**config.mk**
```make
export PLATFORM = sky130hd
export DESIGN_NAME = carrier_sense_backoff_controller_core
export DESIGN_NICKNAME = d
export VERILOG_FILES = /design/src/hw/rtl/csbc_pkg.sv /design/src/hw/rtl/carrier_sense_backoff_controller_core.sv
export SDC_FILE = /design/constraint.sdc
export NUM_CORES = 1
export LEC_CHECK = 0
export ABC_AREA = 1
export BUFFER_PORTS_ARGS = -buffer_cell sky130_fd_sc_hd__buf_2
export CAP_MARGIN = 10
export CORE_MARGIN = 3
export CORE_UTILIZATION = 30
export DETAILED_ROUTE_END_ITERATION = 16
export PLACE_DENSITY = 0.46
export SYNTH_ARGS = -nofsm -noshare
export SYNTH_HDL_FRONTEND = slang
export SYNTH_SLANG_ARGS = --single-unit
export TNS_END_PERCENT = 20
```
**constraint.sdc**
```tcl
create_clock -name clk_i -period 8.7 [get_ports clk_i]
set_input_delay 1.305 -clock clk_i [delete_from_list [all_inputs] [get_ports clk_i]]
set_output_delay 1.305 -clock clk_i [all_outputs]
set_load 0.005 [all_outputs]
```
**src/hw/rtl/csbc_pkg.sv**
```systemverilog
// Types, codes and reset constants of the carrier sense backoff controller.
package csbc_pkg;

  localparam int unsigned TimeWidthDefault = 16;

  localparam logic [15:0] MaxWaitReset       = 16'd5000;
  localparam logic [9:0]  BaseBackoffReset   = 10'd100;
  localparam logic [15:0] MaxBackoffReset    = 16'd2000;
  localparam logic [3:0]  MaxExponentReset   = 4'd4;
  localparam logic [15:0] DetectTimeoutReset = 16'd1000;

  localparam int unsigned CfgDataWidth = 16;
  localparam int unsigned CfgIdxWidth  = 3;

  typedef enum logic [CfgIdxWidth-1:0] {
    CFG_MAX_WAIT       = 3'd0,
    CFG_BASE_BACKOFF   = 3'd1,
    CFG_MAX_BACKOFF    = 3'd2,
    CFG_MAX_EXPONENT   = 3'd3,
    CFG_DETECT_TIMEOUT = 3'd4
  } cfg_idx_e;

  typedef enum logic [1:0] {
    FN_TICK  = 2'd0,
    FN_START = 2'd1,
    FN_BUSY  = 2'd2,
    FN_CLEAR = 2'd3
  } func_e;

  typedef enum logic [1:0] {
    ACT_NONE   = 2'd0,
    ACT_DETECT = 2'd1,
    ACT_CLEAR  = 2'd2,
    ACT_GIVEUP = 2'd3
  } action_e;

  typedef enum logic [1:0] {
    PH_IDLE    = 2'd0,
    PH_DETECT  = 2'd1,
    PH_BACKOFF = 2'd2
  } phase_e;

  typedef struct packed {
    func_e       func;
    logic [15:0] rnd;
  } in_t;

  typedef struct packed {
    action_e     action;
    logic [15:0] backoff_ms;
    logic [7:0]  fail_count;
  } out_t;

endpackage

```
**src/hw/rtl/carrier_sense_backoff_controller_core.sv**
```systemverilog
// Listen-before-talk controller with binary exponential backoff.
// An accepted input beat goes to the input register, and its result beat to the result register.
// One beat per cycle while out_stall_i is low; state update and backoff draw share one pass.
// Reset clears the phase, timers and failure count and loads the register defaults.
module carrier_sense_backoff_controller_core #(
  parameter int unsigned TIME_WIDTH = csbc_pkg::TimeWidthDefault
) (
  input  logic                               clk_i,
  input  logic                               rst_ni,
  input  logic                               in_valid_i,
  output logic                               in_stall_o,
  input  csbc_pkg::in_t                      in_data_i,
  output logic                               out_valid_o,
  input  logic                               out_stall_i,
  output csbc_pkg::out_t                     out_data_o,
  input  logic                               cfg_we_i,
  input  logic [csbc_pkg::CfgIdxWidth-1:0]   cfg_idx_i,
  input  logic [csbc_pkg::CfgDataWidth-1:0]  cfg_wdata_i
);

  localparam int unsigned TW = TIME_WIDTH;
  localparam int unsigned CW = (TIME_WIDTH > 16) ? TIME_WIDTH : 16;
  localparam logic [TW-1:0] TimeMax = '1;

  logic [15:0] max_wait_q;
  logic [9:0]  base_q;
  logic [15:0] max_backoff_q;
  logic [3:0]  max_exp_q;
  logic [15:0] detect_to_q;

  always_ff @(posedge clk_i or negedge rst_ni) begin
    if (!rst_ni) begin
      max_wait_q    <= csbc_pkg::MaxWaitReset;
      base_q        <= csbc_pkg::BaseBackoffReset;
      max_backoff_q <= csbc_pkg::MaxBackoffReset;
      max_exp_q     <= csbc_pkg::MaxExponentReset;
      detect_to_q   <= csbc_pkg::DetectTimeoutReset;
    end else if (cfg_we_i) begin
      unique case (csbc_pkg::cfg_idx_e'(cfg_idx_i))
        csbc_pkg::CFG_MAX_WAIT:       max_wait_q    <= cfg_wdata_i;
        csbc_pkg::CFG_BASE_BACKOFF:   base_q        <= cfg_wdata_i[9:0];
        csbc_pkg::CFG_MAX_BACKOFF:    max_backoff_q <= cfg_wdata_i;
        csbc_pkg::CFG_MAX_EXPONENT:   max_exp_q     <= cfg_wdata_i[3:0];
        csbc_pkg::CFG_DETECT_TIMEOUT: detect_to_q   <= cfg_wdata_i;
        default: ;
      endcase
    end
  end

  // Input register and result register with their handshakes.
  logic            in_vld_q;
  csbc_pkg::in_t   in_q;
  logic            out_vld_q;
  csbc_pkg::out_t  out_q;
  csbc_pkg::out_t  out_d;
  logic            adv;
  logic            go;
  logic            in_take;

  assign adv      = !out_vld_q || !out_stall_i;
  assign go       = in_vld_q && adv;
  assign in_stall_o = in_vld_q && !adv;
  assign in_take  = in_valid_i && !in_stall_o;

  always_ff @(posedge clk_i or negedge rst_ni) begin
    if (!rst_ni) begin
      in_vld_q  <= 1'b0;
      out_vld_q <= 1'b0;
    end else begin
      if (!in_stall_o) begin
        in_vld_q <= in_valid_i;
      end
      if (adv) begin
        out_vld_q <= in_vld_q;
      end
    end
  end

  always_ff @(posedge clk_i) begin
    if (in_take) begin
      in_q <= in_data_i;
    end
    if (go) begin
      out_q <= out_d;
    end
  end

  assign out_valid_o = out_vld_q;
  assign out_data_o  = out_q;

  // Controller state.
  csbc_pkg::phase_e phase_q, phase_d;
  logic [TW-1:0]    elapsed_q, elapsed_d;
  logic [TW-1:0]    timer_q, timer_d;
  logic [7:0]       failures_q, failures_d;
  logic [16:0]      span_q, span_d;

  always_ff @(posedge clk_i or negedge rst_ni) begin
    if (!rst_ni) begin
      phase_q    <= csbc_pkg::PH_IDLE;
      elapsed_q  <= '0;
      timer_q    <= '0;
      failures_q <= '0;
      span_q     <= 17'd1;
    end else begin
      phase_q    <= phase_d;
      elapsed_q  <= elapsed_d;
      timer_q    <= timer_d;
      failures_q <= failures_d;
      span_q     <= span_d;
    end
  end

  // The random span is registered in advance from the failure count that the next beat will see.
  logic [3:0]  exp_d;
  logic [24:0] window_full;
  logic [15:0] window;

  always_comb begin
    exp_d = (failures_d > {4'd0, max_exp_q}) ? max_exp_q : failures_d[3:0];
    window_full = {15'd0, base_q} << exp_d;
    window = (window_full > {9'd0, max_backoff_q}) ? max_backoff_q : window_full[15:0];
    if (window >= {6'd0, base_q}) begin
      span_d = {1'b0, window} - {7'd0, base_q} + 17'd1;
    end else begin
      span_d = 17'd1;
    end
  end

  // Backoff draw and time clamps.
  logic [32:0]   prod;
  logic [15:0]   backoff;
  logic [TW-1:0] backoff_load;
  logic [TW-1:0] detect_load;
  logic [CW-1:0] backoff_ext;
  logic [CW-1:0] detect_ext;

  assign prod        = {17'd0, in_q.rnd} * {16'd0, span_q};
  assign backoff     = {6'd0, base_q} + prod[31:16];
  assign backoff_ext = CW'(backoff);
  assign detect_ext  = CW'(detect_to_q);
  assign backoff_load = (backoff_ext > CW'(TimeMax)) ? TimeMax : backoff_ext[TW-1:0];
  assign detect_load  = (detect_ext > CW'(TimeMax)) ? TimeMax : detect_ext[TW-1:0];

  // Event decode for the next-state and output blocks.
  logic          active;
  logic          in_detect;
  logic [TW-1:0] timer_dec;
  logic          timer_end;
  logic [TW-1:0] elapsed_inc;
  logic          wait_over;
  logic          fail_evt;
  logic          fail_tick;

  assign in_detect   = phase_q == csbc_pkg::PH_DETECT;
  assign active      = in_detect || (phase_q == csbc_pkg::PH_BACKOFF);
  assign timer_dec   = (timer_q != '0) ? timer_q - TW'(1) : '0;
  assign timer_end   = timer_dec == '0;
  assign elapsed_inc = (elapsed_q == TimeMax) ? elapsed_q : elapsed_q + TW'(1);
  assign wait_over   = (CW'(elapsed_inc) >= CW'(max_wait_q)) || (elapsed_inc == TimeMax);
  assign fail_tick   = active && timer_end && in_detect;
  assign fail_evt    = in_detect && (((in_q.func == csbc_pkg::FN_TICK) && timer_end)
                       || (in_q.func == csbc_pkg::FN_BUSY));

  always_comb begin
    phase_d    = phase_q;
    elapsed_d  = elapsed_q;
    timer_d    = timer_q;
    failures_d = failures_q;
    if (go) begin
      unique case (in_q.func)
        csbc_pkg::FN_START: begin
          elapsed_d  = '0;
          failures_d = '0;
          if (max_wait_q == '0) begin
            phase_d = csbc_pkg::PH_IDLE;
            timer_d = '0;
          end else begin
            phase_d = csbc_pkg::PH_DETECT;
            timer_d = detect_load;
          end
        end
        csbc_pkg::FN_TICK: begin
          if (active) begin
            elapsed_d = elapsed_inc;
            timer_d   = timer_dec;
            if (timer_end && !in_detect) begin
              if (wait_over) begin
                phase_d = csbc_pkg::PH_IDLE;
              end else begin
                phase_d = csbc_pkg::PH_DETECT;
                timer_d = detect_load;
              end
            end
          end
        end
        csbc_pkg::FN_CLEAR: begin
          if (in_detect) begin
            phase_d = csbc_pkg::PH_IDLE;
            timer_d = '0;
          end
        end
        csbc_pkg::FN_BUSY: ;
        default: ;
      endcase
      if (fail_evt) begin
        phase_d    = csbc_pkg::PH_BACKOFF;
        timer_d    = backoff_load;
        failures_d = (failures_q == 8'hFF) ? failures_q : failures_q + 8'd1;
      end
    end
  end

  always_comb begin
    out_d.action     = csbc_pkg::ACT_NONE;
    out_d.backoff_ms = '0;
    out_d.fail_count = failures_d;
    unique case (in_q.func)
      csbc_pkg::FN_START: begin
        out_d.action = (max_wait_q == '0) ? csbc_pkg::ACT_GIVEUP : csbc_pkg::ACT_DETECT;
      end
      csbc_pkg::FN_TICK: begin
        if (active && timer_end && !fail_tick) begin
          out_d.action = wait_over ? csbc_pkg::ACT_GIVEUP : csbc_pkg::ACT_DETECT;
        end
      end
      csbc_pkg::FN_CLEAR: begin
        if (in_detect) begin
          out_d.action = csbc_pkg::ACT_CLEAR;
        end
      end
      csbc_pkg::FN_BUSY: ;
      default: ;
    endcase
    if (fail_evt) begin
      out_d.backoff_ms = backoff;
    end
  end

endmodule

```
==> impl_metrics.tcl, run 1 <==
set metrics [dict create \
    dp.cells 3547 \
    drtIter0Drc 857 \
    slew_violations 0 \
    avgViaCountPerCell 4.67 \
    ios 70 \
    syn_inst 2523 \
    post_drt_wl_per_cell_um 16.5 \
    io_buffer_count 69 \
    fmax_ghz 0.111 \
    cts_sinks 167 \
    ant_nets 0 \
    synthTopCellsByArea "fa_1 22%, dfrtp_1 13%, nand2_1 12%" \
    coreArea_um2 64600 \
    start_util 0.303 \
    clkSlewWorstSetupHoldPaths_ns 0.07 \
    cp_common_cell "nor2_1" \
    hold_path.class "flip-flop to flip-flop" \
    fin_util 0.365 \
    yosysTopAreaCell "fa_1" \
    fin_crit_sh 1.03 \
    grtUsageMet2 0.291 \
    use_met3 0.0260 \
    tightest_slew_ns 1.15 \
    drv_cap 0 \
    setup_viol 4 \
    die_x_um 262 \
    start_kind "flip-flop" \
    hpwl_mm 48.1 \
    cp_max_fo 6 \
    synth_area_um2 19600 \
    grt_pass1_vias 17456 \
    holdBufCountCts 0 \
    place_area_um2 22200 \
    yosysSeqAreaShare 0.226 \
    antenna_found_initial 4 \
    die_h_um 262 \
    hold_viol_final 0 \
    vias 16870 \
    r2r_setup_slack_ns -0.27 \
    cpMaxStageDelayCell "dfrtp_2" \
    fin_ws_ns -0.273 \
    violations "setup timing" \
    first_pass_iters 5 \
    drive_gt1_frac 0.185 \
    slew_headroom 0.234 \
    fin_area_um2 23600 \
    syn_area_per_cell_um2 7.77 \
    grt_max_degree 64 \
    outcome "complete, but fails checks" \
    cts_tree "built" \
    yosys_warnings 0 \
    track_usage 0.179 \
    syn_nets 2962 \
    grt_util_met1 0.250 \
    cp-end-kind "flip-flop" \
    cts_made_buffers 17 \
    synth.ff_latch_count 167 \
    nets 3179 \
    finClkSkew_ns 0.0185 \
    clock_path_buffers 2 \
    finalCriticalPeriod_ns 8.97 \
    grt.busiest_layer "met2" \
    criticalPathCategory "flip-flop to flip-flop" \
    ys_dominant_reg_cell "dfrtp_1" \
    dp_slack_ns -0.633 \
    overflow 0 \
    grt_pass1_wl_mm 94.9 \
    arrival_ns 9.35 \
    fp-row-count 93 \
    gp_congestion 0.882 \
    areaGrowthSynthToFinish_pct 20.3 \
    route.detailed.drc 0 \
    synth-edff-count 44 \
    dieArea_um2 68400 \
    rsz0062_at_grt "true" \
    htreeDepth 4 \
    nFillCells 6778 \
    cpPeakStageDelay_ns 0.44 \
    crit_required_ns 9.07 \
    clock-root-buffer "clkbuf_16" \
    synth_top_area_share 0.217 \
    ys_types 53 \
    async_flop_share 0.737 \
    stdcell_count 3610 \
    drt-total-wl_mm 59.5 \
    insertion_delay_ns 0.48 \
]
[routing by layer]
| metal | up-vias | part of all wire |
|---|---|---|
| li1 | 8239 | - |
| met5 | - | 0 |
| met3 | 63 | 0.038 |
| met1 | 8237 | 0.48 |
| met2 | 331 | 0.46 |
| met4 | 0 | 0.020 |
[critical path, delay by kind of cell (launching register included)]
family / cells / cell delay, ns
AND/OR/NAND/NOR: 32 / 3.09
flip-flops: 1 / 0.44
buffers and inverters: 15 / 1.37
AO/OA/AOI/OAI: 20 / 2.45
XOR/XNOR: 1 / 0.14
adder cells (fa/ha/maj): 5 / 1.39
[through the flow]
step | setup TNS, ns | hold slack, ns
2_1_floorplan | 0 | 0.453
3_3_place_gp | -1.44 | 0.470
3_5_place_dp | -2.53 | 0.476
4_1_cts | -0.473 | 0.493
5_1_grt | -5.47 | 0.514
6_report | -0.491 | 0.488
[repair_timing]
item,in CTS,in global routing
pin swaps,43,41
gates resized for setup,59,75
endpoints found under the setup margin,8,17
gates cloned,1,0
buffers inserted,20,7
[sequential cells by signal (all words and copies together) (netlist names)]
name and cells:
base_q 10, detect_ext 16, elapsed_q 16, failures_q 8
in_q 18, in_vld_q 1, max_backoff_q 16, max_exp_q 4
max_wait_q 16, out_data_o 26, out_valid_o 1, phase_q 2
span_q 17, timer_q 16
[cells in the mapped netlist (9+ instances only)]
| master | number |
|---|---|
| o21ai_0 | 140 |
| o22ai_1 | 18 |
| nor4_1 | 9 |
| nand2_1 | 621 |
| nand2_2 | 12 |
| a31oi_1 | 11 |
| xor2_1 | 32 |
| xnor2_1 | 12 |
| nor2_1 | 126 |
| clkbuf_1 | 89 |
| a21oi_1 | 101 |
| inv_1 | 539 |
| nand3_1 | 109 |
| ha_1 | 185 |
| o21ai_1 | 11 |
| inv_2 | 9 |
| o21ai_2 | 9 |
| nand4_1 | 16 |
| dfstp_2 | 22 |
| nor3_1 | 15 |
| fa_1 | 212 |
| edfxtp_1 | 44 |
| dfrtp_1 | 101 |
[final cells by class]
cell class,count,area [um2],share of cell area
multi-input cells,1708,13300,0.563
flip-flops and latches,167,4430,0.188
repair buffers,296,2090,0.0886
inverters,550,2080,0.0882
well taps,855,1070,0.0454
clock buffers,20,489,0.0208
clock inverters,12,149,0.00632
diodes,2,5.00,0.000212
[logic make-up (layout without fill, tap and decap cells)]
kind of cell             Yosys count  after routing  synth area share
AO/OA/AOI/OAI                    332            332            0.0955
XOR/XNOR                          44             44            0.0197
adder cells (fa/ha/maj)          397            397             0.335
buffers and inverters            649            878             0.127
flip-flops                       167            167             0.226
multiplexers                       2              2           0.00102
other                              0              2                 0
AND/OR/NAND/NOR                  932            933             0.197
[final timing paths]
path                                   start                 to  cells after the start
hold reg to reg            max_backoff_q[11]  max_backoff_q[11]                      2
min in group asynchronous             rst_ni   max_backoff_q[5]                      1
hold / removal             max_backoff_q[11]  max_backoff_q[11]                      2
max in group asynchronous             rst_ni         timer_q[5]                      2
setup / recovery                  timer_q[5]         span_q[15]                     73
setup reg to reg                  timer_q[5]         span_q[15]                     73
[placed cells by master (no fill, tap or decap), types with 7 or more instances in the layout]
master,n
nand2_1,604
inv_1,530
buf_4,219
fa_1,211
ha_1,175
o21ai_0,126
nor2_1,104
dfrtp_1,99
nand3_1,94
a21oi_1,90
buf_2,68
edfxtp_1,44
xor2_1,32
nand2_2,22
dfstp_2,22
clkbuf_16,19
nor2_2,18
o22ai_1,18
nand4_1,16
o21ai_2,16
inv_2,15
nand3_2,15
o21ai_1,15
nor3_1,13
nor2_4,12
a21oi_2,12
xnor2_1,12
nand2_4,11
ha_4,9
nor4_1,8
a31oi_1,8
buf_6,8
nand3b_1,7
a211oi_1,7
Power of run 1 is left out: the tool's default activity adds up to more than one toggle a clock period on the data nets, which glitch-free logic cannot reach.
==> run 2: changes to the inputs <==
--- a/config.mk
+++ b/config.mk
@@ -15,4 +15,3 @@
 export SYNTH_ARGS = -nofsm -noshare
 export SYNTH_HDL_FRONTEND = slang
 export SYNTH_SLANG_ARGS = --single-unit
-export TNS_END_PERCENT = 20
==> run 2 against run 1 <==
Net effect:
- the run still ends with setup timing left
- clock-buffer cell count is the same
- via count grew 0.28%
- first-iteration DRC count grew 11%
- sequential share of layout area shrank 0.089 points
- utilization grew 0.17 points
- non-clock buffer count grew 15
- die area is the same
- clock skew grew 0.0017 ns
- final cell count grew 0.39%
- cell area grew 0.48%
- critical path depth grew 1
- maximum frequency shrank 0.44%
==> impl_metrics.tcl, run 2 (synthesis gave the netlist of run 1 again) <==
set metrics [dict create \
    clock_path_buffers 2 \
    hpwl_mm 48.1 \
    fin_crit_sh 1.04 \
    arrival_ns 9.39 \
    fin_util 0.367 \
    vias 16917 \
    setup_viol 5 \
    hold_path.class "flip-flop to flip-flop" \
    fin_ws_ns -0.313 \
    cts_tree "built" \
    grt_pass1_wl_mm 95.7 \
    finClkSkew_ns 0.0202 \
    slew_headroom 0.205 \
    htreeDepth 4 \
    cpPeakStageDelay_ns 0.44 \
    grt_pass1_vias 17538 \
    coreArea_um2 64600 \
    hold_viol_final 0 \
    areaGrowthSynthToFinish_pct 20.9 \
    nets 3195 \
    fmax_ghz 0.111 \
    ant_nets 0 \
    avgViaCountPerCell 4.67 \
    final_common_cell "nand2_1" \
    n_antenna_cell 0 \
    crit_required_ns 9.07 \
    first_pass_iters 5 \
    finalCriticalPeriod_ns 9.01 \
    clock-root-buffer "clkbuf_16" \
    antenna_found_initial 3 \
    outcome "complete, but fails checks" \
    rsz0062_at_grt "true" \
    violations "setup timing" \
    gp_congestion 0.882 \
    cts_sinks 167 \
    drive_gt1_frac 0.187 \
    fp-row-count 93 \
    die_x_um 262 \
    clkSlewWorstSetupHoldPaths_ns 0.07 \
    largest_reg_flops 26 \
    insertion_delay_ns 0.48 \
    io_buffer_count 69 \
    tightest_slew_ns 1.19 \
    drv_cap 0 \
    overflow 0 \
    cp-end-kind "flip-flop" \
    grt_max_degree 64 \
    die_h_um 262 \
    post_drt_wl_per_cell_um 16.5 \
    dieArea_um2 68400 \
    whs_ns 0.489 \
    cts_made_buffers 17 \
    start_kind "flip-flop" \
    track_usage 0.180 \
    start_util 0.303 \
    cp_max_fo 6 \
    ios 70 \
    drtIter0Drc 953 \
    slew_violations 0 \
    final_cell_mix "608 x nand2_1, 529 x inv_1, 235 x buf_4" \
    cpMaxStageDelayCell "dfrtp_2" \
    route.detailed.drc 0 \
    cp_common_cell "nor2_1" \
    criticalPathCategory "flip-flop to flip-flop" \
    drt-total-wl_mm 59.7 \
]
[run 2: path summary, 6_finish.rpt]
kind	from	depth (start not counted)	slack (ns)	end
max	timer_q[5]	74	-0.31	span_q[15]
min	max_backoff_q[11]	2	0.49	max_backoff_q[11]
max reg2reg	timer_q[5]	74	-0.31	span_q[15]
min reg2reg	max_backoff_q[11]	2	0.49	max_backoff_q[11]
max in group asynchronous	rst_ni	2	6.37	timer_q[5]
min in group asynchronous	rst_ni	1	0.95	max_backoff_q[5]
[run 2: area by class of cell]
cell class                      instances  area, um2
Fill cell                            6758      40900
Multi-Input combinational cell       1708      13300
Sequential cell                       167       4430
Timing Repair Buffer                  311       2200
Inverter                              550       2080
Tap cell                              855       1070
Clock buffer                           20        489
Clock inverter                         12        149
Timing Repair inverter                  1       6.26
[run 2: routing by layer]
layer | vias to the layer above | share of wire | track usage
li1 | 8268 | - | -
met1 | 8312 | 0.49 | 0.254
met2 | 297 | 0.47 | 0.297
met3 | 40 | 0.035 | 0.0218
met4 | 0 | 0.013 | 0.0388
met5 | - | 0 | 0
[run 2: critical path: cells and delay by family (launching register included)]
family / cells / cell delay [ns]
xor gates and xnor gates: 1 / 0.14
buffers and inverters: 12 / 1.08
adders and majority gates: 5 / 1.32
AOI/OAI and AO/OA: 21 / 2.75
and+or+nand+nor: 35 / 3.14
DFF: 1 / 0.44
[run 2: timing repair]
item                                    in CTS  in global routing
buffers inserted                            36                  6
cloned                                       1                  1
pin swaps                                   61                 33
hold buffers                                 0                  0
gates resized for setup                     79                 52
endpoints found under the setup margin       8                 17
[run 2: metrics by stage]
stage                     setup TNS [ns]  std cells  instance area [um2]  setup WS [ns]
after floorplan                        0       2523                19700        0.00474
after global placement             -1.44       3547                22200         -0.483
after detailed placement           -2.53       3547                22200         -0.633
after CTS                         -0.577       3616                23400         -0.167
after global routing               -7.91       3624                23700          -1.19
final                             -0.977       3624                23700         -0.313
Power of run 2 is left out for the same reason.
==> run 3: changes to the inputs <==
--- a/config.mk
+++ b/config.mk
@@ -5,7 +5,6 @@
 export SDC_FILE = /design/constraint.sdc
 export NUM_CORES = 1
 export LEC_CHECK = 0
-export ABC_AREA = 1
 export BUFFER_PORTS_ARGS = -buffer_cell sky130_fd_sc_hd__buf_2
 export CAP_MARGIN = 10
 export CORE_MARGIN = 3
==> run 3 against run 2 <==
Net effect:
- the run still ends with setup timing left
- synthesized cell count down 17%
- routed wire length decreased by 7.5%
- via count is 8.1% lower
- clock skew down 0.0010 ns
- critical path depth is 24 lower
- worst hold slack improved by 0.019 ns
- sequential cell count did not move
- first-iteration DRC count fell by 32%
- critical endpoint is now span_q[16]
- highest routed layer unchanged
==> impl_metrics.tcl, run 3 <==
set metrics [dict create \
    outcome "complete, but fails checks" \
    violations "setup timing" \
    fp-row-count 91 \
    insertion_delay_ns 0.45 \
    post_drt_wl_per_cell_um 17.0 \
    tightest_slew_ns 1.10 \
    route.detailed.drc 0 \
    avgViaCountPerCell 4.79 \
    coreArea_um2 62400 \
    fmax_ghz 0.104 \
    slew_headroom 0.268 \
    slew_violations 0 \
    cp_max_fo 5 \
    hpwl_mm 44.8 \
    synth_commonest_cells "300 x nand2_1, 299 x inv_1, 212 x fa_1, 185 x ha_1, 110 x nor2_1" \
    crit_buf_inv 3 \
    synth.ff_latch_count 167 \
    drive_gt1_frac 0.240 \
    r2r-start "timer_q[0]" \
    whs_ns 0.508 \
    clock-root-buffer "clkbuf_16" \
    htreeDepth 4 \
    reg2reg_depth 50 \
    vias 15550 \
    synth_top_area_share 0.222 \
    ant_nets 0 \
    hold_end "out_valid_o" \
    cpPeakStageDelay_ns 0.55 \
    rsz0062_at_grt "true" \
    clock_path_buffers 2 \
    first_pass_iters 5 \
    critPathTopFamily "compound AO/OA/AOI/OAI gates" \
    crit_required_ns 9.09 \
    ys_types 80 \
    hold_path.class "flip-flop to flip-flop" \
    grt_pass1_vias 16576 \
    hold_viol_final 0 \
    dieArea_um2 66800 \
    nFillCells 6459 \
    synth_area_um2 19100 \
    die_h_um 259 \
    ys_dominant_reg_cell "dfrtp_1" \
    die_x_um 259 \
    cp-end-kind "flip-flop" \
    synthTopCellsByArea "fa_1 22%, dfrtp_1 13%, ha_1 12%" \
    grt_max_degree 70 \
    start_util 0.307 \
    arrival_ns 10.02 \
    syn_area_per_cell_um2 9.12 \
    finalCriticalPeriod_ns 9.63 \
    final_common_cell "nand2_1" \
    hold_path_depth 1 \
    cpMaxStageDelayCell "or4_4" \
    n_antenna_cell 0 \
    antenna_found_initial 1 \
    crit_cells 50 \
    overflow 0 \
    drt-total-wl_mm 55.2 \
    cts_sinks 167 \
    areaGrowthSynthToFinish_pct 23.6 \
    r2r_setup_slack_ns -0.93 \
    r2r-end "span_q[16]" \
    criticalPathCategory "flip-flop to flip-flop" \
    clkSlewWorstSetupHoldPaths_ns 0.08 \
    fin_ws_ns -0.933 \
    syn_inst 2098 \
    setup_viol 17 \
    async_flop_share 0.737 \
    finClkSkew_ns 0.0192 \
    final_cell_mix "298 x nand2_1, 291 x inv_1, 284 x buf_4" \
    syn_nets 2537 \
    yosysTopAreaCell "fa_1" \
    ios 70 \
    gp_congestion 0.854 \
    cp_common_cell "o21a_1" \
    synth-edff-count 44 \
    start_kind "flip-flop" \
    io_buffer_count 69 \
    yosysSeqAreaShare 0.231 \
    cts_tree "built" \
    grt_pass1_wl_mm 91.1 \
    min_from "in_vld_q" \
    cts_made_buffers 17 \
    drtIter0Drc 650 \
    largest_reg_flops 26 \
    fin_crit_sh 1.11 \
    synthMostInstantiatedCell "nand2_1" \
    nets 2835 \
    yosys_warnings 0 \
    drv_cap 0 \
    track_usage 0.171 \
]
==> run 3: changes by cell type after synthesis, moves of 17 or more <==
| cell | change |
|---|---|
| nand2_1 | -321 |
| inv_1 | -240 |
| and2_1 | +105 |
| nand3_1 | -86 |
| o21ai_0 | -58 |
| xnor2_1 | +37 |
| a21o_1 | +29 |
| mux2_2 | +23 |
| a21oi_1 | -22 |
| o211ai_1 | +21 |
| a22o_1 | +18 |
| xor2_1 | -17 |
==> run 3: cell families after synthesis <==
family | Yosys count | share of synthesized area
simple gates | 670 | 0.166
buf+inv | 402 | 0.0814
fa+ha+maj | 397 | 0.343
compound gates | 361 | 0.128
flops | 167 | 0.231
xor+xnor | 64 | 0.0293
mux | 37 | 0.0209
==> run 3: area by class of cell <==
cell class              count  area [um2]  share of cell area
multi-input cells        1529       13700               0.579
clock inverters            12         131             0.00556
flip-flops and latches    167        4430               0.188
inverters                 306        1150              0.0486
clock buffers              20         447              0.0189
repair buffers            375        2750               0.116
well taps                 837        1050              0.0443
==> run 3: how the worst max path moves through the flow <==
stage	start	end	slack [ns]
global placement	timer_q[0]	span_q[16]	-0.90
finish	timer_q[0]	span_q[16]	-0.93
global route	timer_q[0]	span_q[15]	-1.49
CTS	timer_q[0]	span_q[16]	-1.02
detailed placement	timer_q[0]	span_q[16]	-1.09
floorplan	timer_q[2]	span_q[16]	-1.20
==> run 3: metrics by stage <==
step	std cells	setup WS (ns)	instance area [um2]	util	TNS, ns
after floorplan	2098	-1.20	19300	-	-7.22
after global placement	3154	-0.903	22200	0.355	-5.57
after detailed placement	3154	-1.09	22200	0.355	-8.03
after CTS	3226	-1.02	23200	0.373	-8.50
after global routing	3246	-1.49	23600	0.379	-15.38
final	3246	-0.933	23600	0.379	-6.71
==> run 3: repair_timing <==
| action | CTS | global route |
|---|---|---|
| gates cloned | 0 | 0 |
| endpoints found under the hold margin | 0 | 0 |
| pin swaps | 34 | 63 |
| setup endpoints to repair | 21 | 28 |
| resized for setup | 42 | 66 |
| hold buffers | 0 | 0 |
| setup buffers | 49 | 23 |
==> run 3: per-layer routing <==
metal	GRT usage	routed length, um	vias to the layer above	part of all wire
li1	-	-	7496	-
met1	0.240	26600	7777	0.48
met2	0.287	26200	242	0.47
met3	0.0200	1740	35	0.031
met4	0.0318	622	0	0.011
met5	0	0	-	0
Power of run 3 is left out for the same reason.
